### src/rtl/core/mspid_pkg.sv
`default_nettype none
// ----------------------------------------------------------------------------
// mspid_pkg
// shared types, constants and helpers for the motor speed pid controller
// ----------------------------------------------------------------------------
package mspid_pkg;

  // parameter defaults
  localparam int PERIOD_BITS_DEFAULT        = 16;
  localparam int GAIN_FRACTION_BITS_DEFAULT = 8;

  // field widths
  localparam int PERIOD_W = 16;
  localparam int SPEED_W  = 16;
  localparam int DUTY_W   = 8;
  localparam int GAIN_W   = 16;
  localparam int ERR_W    = 16;
  localparam int CFG_W    = 16;

  // speed = SPEED_NUMERATOR / period, numerator is 16e6 / 1024 * 60
  localparam int                 NUM_W           = 20;
  localparam logic [NUM_W-1:0]   SPEED_NUMERATOR = 20'd937500;
  localparam logic [SPEED_W-1:0] SPEED_MAX       = 16'hFFFF;
  localparam logic [DUTY_W-1:0]  DUTY_MAX        = 8'd255;

  // configuration register indexes
  typedef enum logic [1:0] {
    REG_REFERENCE_SPEED   = 2'd0,
    REG_GAIN_PROPORTIONAL = 2'd1,
    REG_GAIN_INTEGRAL     = 2'd2,
    REG_GAIN_DERIVATIVE   = 2'd3
  } cfg_reg_t;

  // direction of the error change
  typedef enum logic [1:0] {
    DIR_NONE    = 2'd0,
    DIR_RISING  = 2'd1,
    DIR_FALLING = 2'd2
  } direction_t;

  typedef struct packed {
    logic [PERIOD_W-1:0] rotation_period;
  } tick_item_t;

  typedef struct packed {
    logic [DUTY_W-1:0]  pwm_duty;
    logic [SPEED_W-1:0] measured_speed;
  } result_item_t;

  // saturate a signed value to 16 bits
  function automatic logic signed [ERR_W-1:0] sat16(input logic signed [ERR_W+1:0] v);
    logic signed [ERR_W-1:0] r;
    if (v > 18'sd32767) begin
      r = 16'sh7FFF;
    end else if (v < -18'sd32768) begin
      r = 16'sh8000;
    end else begin
      r = v[ERR_W-1:0];
    end
    return r;
  endfunction

endpackage
`default_nettype wire

### src/rtl/core/mspid_divider.sv
`default_nettype none
// ----------------------------------------------------------------------------
// mspid_divider
// radix-2 restoring divider: speed numerator over the period, one quotient
// bit a cycle, result zero for a zero period and saturated to 16 bits
// ----------------------------------------------------------------------------
module mspid_divider #(
  parameter int PERIOD_BITS = mspid_pkg::PERIOD_BITS_DEFAULT
) (
  input  wire logic                           clk,
  input  wire logic                           rst,
  input  wire logic                           start,
  input  wire logic [PERIOD_BITS-1:0]         divisor,
  output logic                                done,
  output logic [mspid_pkg::SPEED_W-1:0]       speed
);

  localparam int NUM_W = mspid_pkg::NUM_W;
  localparam int CNT_W = $clog2(NUM_W);

  logic                   busy;
  logic [CNT_W-1:0]       count;
  logic [PERIOD_BITS-1:0] div_reg;
  logic                   div_zero;
  logic [PERIOD_BITS-1:0] rem;
  logic [NUM_W-1:0]       num_sr;
  logic [NUM_W-1:0]       quot;

  logic [PERIOD_BITS:0]   rem_shift;
  logic                   fits;
  logic [PERIOD_BITS:0]   rem_sub;
  logic [NUM_W-1:0]       quot_next;

  always_comb begin
    rem_shift = {rem, num_sr[NUM_W-1]};
    fits      = rem_shift >= {1'b0, div_reg};
    rem_sub   = rem_shift - {1'b0, div_reg};
    quot_next = {quot[NUM_W-2:0], fits};
  end

  always_ff @(posedge clk) begin
    if (rst) begin
      busy  <= 1'b0;
      done  <= 1'b0;
      count <= '0;
    end else begin
      done <= 1'b0;
      if (start) begin
        busy  <= 1'b1;
        count <= CNT_W'(NUM_W - 1);
      end else if (busy) begin
        count <= count - CNT_W'(1);
        if (count == '0) begin
          busy <= 1'b0;
          done <= 1'b1;
        end
      end
    end
  end

  always_ff @(posedge clk) begin
    if (start) begin
      div_reg  <= divisor;
      div_zero <= (divisor == '0);
      rem      <= '0;
      num_sr   <= mspid_pkg::SPEED_NUMERATOR;
      quot     <= '0;
    end else if (busy) begin
      // remainder stays below the divisor, so the top bit drops away
      rem    <= fits ? rem_sub[PERIOD_BITS-1:0] : rem_shift[PERIOD_BITS-1:0];
      num_sr <= {num_sr[NUM_W-2:0], 1'b0};
      quot   <= quot_next;
    end
  end

  always_comb begin
    if (div_zero) begin
      speed = '0;
    end else if (quot[NUM_W-1:mspid_pkg::SPEED_W] != '0) begin
      speed = mspid_pkg::SPEED_MAX;
    end else begin
      speed = quot[mspid_pkg::SPEED_W-1:0];
    end
  end

endmodule
`default_nettype wire

### config.mk
export PLATFORM = sky130hd
export DESIGN_NAME = mspid_divider
export DESIGN_NICKNAME = d
export VERILOG_FILES = /design/src/rtl/core/mspid_pkg.sv /design/src/rtl/core/mspid_divider.sv
export SDC_FILE = /design/constraint.sdc
export NUM_CORES = 1
export LEC_CHECK = 0
export BUFFER_PORTS_ARGS = -buffer_cell sky130_fd_sc_hd__clkbuf_2
export CORE_MARGIN = 2
export CORE_UTILIZATION = 36
export CTS_BUF_LIST = sky130_fd_sc_hd__clkbuf_16
export CTS_CLUSTER_DIAMETER = 150
export DETAILED_ROUTE_END_ITERATION = 7
export GPL_ROUTABILITY_DRIVEN = 1
export PLACE_DENSITY = 0.58
export SETUP_SLACK_MARGIN = 0.5
export SLEW_MARGIN = 40
export SYNTH_ARGS = -nofsm -noshare
export SYNTH_HDL_FRONTEND = slang
export SYNTH_SLANG_ARGS = --single-unit
export TNS_END_PERCENT = 30
### constraint.sdc
create_clock -name clk -period 2.42 [get_ports clk]
set_input_delay 0.242 -clock clk [delete_from_list [all_inputs] [get_ports clk]]
set_output_delay 0.242 -clock clk [all_outputs]
set_load 0.05 [all_outputs]
# After elaboration in Yosys (flattened, before gate mapping)
# Cells that the tools add are included.
# W data, S select, Z words.
# totals
inputBits,19
regBits,78
# op_classes
n_lt_le_gt_ge,1
n_bitwise,1
n_addsub,2
mux,9
n_reduce_logical,6
# op_table
operator,n
$mux W16,3
$ge A17 B16 Y1,1
$logic_not A16 Y1,1
$sub A16 B16 Y16,1
$mux W5,2
$logic_not A5 Y1,1
$sub A5 B1 Y5 const B,1
$mux W1,4
$reduce_bool A4 Y1,1
$reduce_or A3 Y1,1
$reduce_bool A2 Y1,1
$reduce_or A2 Y1,1
$not A1 Y1,1

# Longest topological paths before layout
# logic_depth
ltp_word,4
depth_mapped,10

# Worst setup path after synthesis
# Ideal clock, no wire load.
# synth_timing
path_kind,reg-to-reg
from,register div_reg[0]
to,register rem[14]
path_slack_ns,0.341
required_ns,2.303
synth_period_minus_slack_ns,2.079
stages_incl_launch_ff,9
setup_time_ns,0.117
n_path_buf,0
arrival_time_ns,1.961
cell_sequence,edfxtp_1 -> ha_1 -> fa_1 -> nor2b_1 -> o2111ai_1 -> a21oi_1 -> o21a_1 -> o211ai_1 -> a32o_1
# synth_between
elab_chain_cells,2
word_cells_on_any_way,3
classes_between,add/sub (1); order compare (1); mux (1)
# synth_lines
element,line,source
"start, declared",mspid_divider.sv:23,logic [PERIOD_BITS-1:0] div_reg;
"start signal, assigned",mspid_divider.sv:63,div_reg <= divisor;
$sub A16 B16 Y16 / $ge A17 B16 Y1 (equally long branches),"mspid_divider.sv:37, mspid_divider.sv:36",
$mux W16 (*),mspid_divider.sv:70,rem <= fits ? rem_sub[PERIOD_BITS-1:0] : rem_shift[PERIOD_BITS-1:0];
"end signal, assigned",mspid_divider.sv:70,
"end, declared",mspid_divider.sv:25,logic [PERIOD_BITS-1:0] rem;
# Mark *: on every way between the ends. The rest lies on a longest branch, timed or not.
# A chain may end at the register's enable or synchronous reset.

# Worst setup path after layout
# layout_timing
from,register div_reg[7]
to,register rem[12]
# The elaborated chain is that of the path after synthesis.

==> run metrics <==
post-synthesis cell count=447; crit path time final=2184 ps; crit path from=div_reg[7]$_DFFE_PP_; FMAX=457.9 MHz; Reg2Reg Depth=9; P&R area growth vs syn=32.75%; share of cells above drive strength 1=31.26%; CTS tree=yes; Pleak=0.002184 µW; Largest register FFs=20; clk buf depth=2; YS warnings=0; hold violation count in the final report=0; RSZ-0062 raised after global routing=yes; DP Cell Count=617; status=complete, no violations; Crit Reg-Reg Endpoint=rem[12]$_SDFFE_PP0P_; via count=3,500; IO Port Bufs=35; library cells used by synthesis=65; Site Rows=39; Pre-antenna DRT Iters=4; clock sink total=78; crit end category=flop; setup TNS=0 ps; TritonCTS Buffers=9; Seq/Total Area, Yosys=41.89%; post-synthesis adder-cell area fraction=5.932%; Startpoint Class=flop; worst path required time=2660 ps; final worst-path cycle share=90.24%; commonest non-fill, non-tap cell in the layout=nor2_1; Core Region=11,320 µm²; largest family of logic cells by synthesized area=simple AND/OR/NAND/NOR gates; Tot GR Track Use=17.10%; prevailing post-synth register cell=dfxtp_1; crit path max fanout=6; vias per cell=5.319; Power Dens Cells=669.6 nW/µm²; Post-Route WL=10,330 µm; drt drc=0; boundary pin count=36; first-pass GRT wire length=17,120 µm; Mapped Area=4134 µm²; clock-pin slew on the worst setup and hold paths=60 ps; remaining global-route overflow=0; Worst Hold End=div_reg[15]$_DFFE_PP_; post-synthesis mux area share=8.475%; Regs by FF count=quot: 20 flops, num_sr: 18 flops; asr flop ratio synth=0%; Setup violations, final=0; Initial Util=36.52%; worst-skew pair later-pin latency=340 ps; gpl congestion=0.8359; initial antenna violation count=0; top-area cell type share of the netlist area=29.54%; Post-CTS Hold Buffers=0; Post-Synth XOR/XNOR Area=2.119%; Die Span X=111.2 µm; worst vdd ir=0.4548 mV; Worst Max-Slew Pin Slew=675.3 ps; Post-Layout Cell Count=658; Max H-tree Level=3; max-slew violation count=0; HP Start=divisor[15]; number of nets with antenna violations after routing=0; Synth Register Bits=78; max_cap viols=0; commonest non-fill, non-tap cells in the layout=nor2_1 (80), dfxtp_1 (60), mux2i_1 (35), clkbuf_2 (35), buf_4 (33); initial drt markers=173; Post-DP HPWL=6583 µm; Post-Syn Nets=485; Simple-Gate Fraction of Synth Area=18.67%; top cells by area, synth=dfxtp_1 (30%), edfxtp_1 (12%), mux2i_1 (8.5%); ANT cells=0; largest net degree at the start of global routing=68; Die H=111.2 µm; WL per Instance=15.71 µm; Layout Nets=548; hold depth=1; Max-Slew Margin vs Limit=54.70%; complex-gate fraction of the synthesized area=17.28%; Hold Path Class=in -> reg; area leader, netlist=dfxtp_1; flop-to-flop setup slack=240 ps; reg2reg start=div_reg[7]$_DFFE_PP_; clock tree root buffer cell=clkbuf_16; die area=12,360 µm²; critical path class=reg -> reg; number of synthesized flops with an enable pin=17; syn_area_per_cell=9.248 µm²; vias in the first global route=3,528; crit path DAT=2420 ps; Worst Skew=9.270 ps; Biggest register=quot
final cells by class:
type | instances | area, µm²
Tap cell | 143 | 178.9
Clock inverter | 5 | 51.30
Fill cell | 1054 | 5833
Timing Repair Buffer | 79 | 564.3
Sequential cell | 78 | 1733
Multi-Input combinational cell | 320 | 2603
Inverter | 22 | 82.58
Clock buffer | 11 | 275.3
where the power goes:
part / total, µW / leakage, µW / internal [µW] / switching [µW]
Sequential: 1450 / 0.000664 / 1400 / 49.8
Clock: 1460 / 0.000161 / 919 / 537
Combinational: 770 / 0.00136 / 357 / 413
Total: 3670 / 0.00218 / 2680 / 999
worst max-delay path by stage:
stage                                 endpoint  slack (ps)  cells after the start
after floorplan           rem[14]$_SDFFE_PP0P_         420                      9
final                     rem[12]$_SDFFE_PP0P_         240                      9
after detailed placement   rem[5]$_SDFFE_PP0P_          60                      8
after global placement     rem[0]$_SDFFE_PP0P_         120                      8
after global routing      rem[12]$_SDFFE_PP0P_         170                      9
after CTS                 rem[14]$_SDFFE_PP0P_         250                     10
synthesized netlist by cell type (3+ instances only):
cell       number
xnor2_1         8
o211ai_1        8
dfxtp_1        61
a31oi_1         4
nor3_1          6
o21ai_0        10
nor2_1         82
edfxtp_1       17
nor4_1         10
a311oi_1        6
or3_1           4
o21ai_1         4
mux2i_1        35
nand3b_1        4
inv_1          21
nor2b_1         4
o2111ai_1       4
buf_1           5
or3b_2          3
buf_2           6
nand2_1        23
clkbuf_1       12
buf_6           3
ha_1           18
buf_4           3
a211oi_1        4
a21o_1          5
o21a_1          4
and3_1          4
nand3_1        12
a21oi_1        14
a21oi_2         3
critical path: stages (launching register included):
cell      delay [ps]
edfxtp_1         390
inv_2             80
ha_4             220
buf_6            130
a211oi_2         210
o21bai_1         110
or3_4            350
o21a_1           230
xnor2_1          160
o41ai_2          200
per-layer routing:
metal	global-route usage (%)	part of all wire, %	vias to the layer above
met4	5.761	1.6	0
met1	20.76	44	1688
li1	-	-	1737
met3	3.773	3.6	12
met5	0	0	-
met2	29.92	51	63
through the flow:
| stage | utilization, % | hold slack (ps) | power (µW) | setup WS, ps | cell area (µm²) |
|---|---|---|---|---|---|
| 3_3_place_gp | 40.35 | 436.5 | 2057 | 122.7 | 4568 |
| 6_report | 48.47 | 96.13 | 3674 | 236.2 | 5488 |
| 5_1_grt | 48.47 | 91.33 | 3835 | 166.6 | 5488 |
| 4_1_cts | 47.00 | 83.08 | 3642 | 247.1 | 5321 |
| 3_5_place_dp | 40.35 | 437.0 | 2067 | 58.27 | 4568 |
| 2_1_floorplan | - | 311.1 | 1909 | 424.9 | 4193 |
cell families (layout without fill, tap and decap cells):
logic type / count (synthesis) / in the layout
mux: 35 / 35
fa+ha+maj: 19 / 19
flops: 78 / 78
compound gates: 91 / 93
simple gates: 163 / 163
buf+inv: 51 / 117
xor+xnor: 10 / 10
what timing repair did:
item,CTS,global route
pin swaps,21,15
endpoints found under the setup margin,33,33
gates resized for setup,48,19
gates cloned,2,0
setup buffers,18,5
No activity file was read; power rests on OpenSTA's default activity.
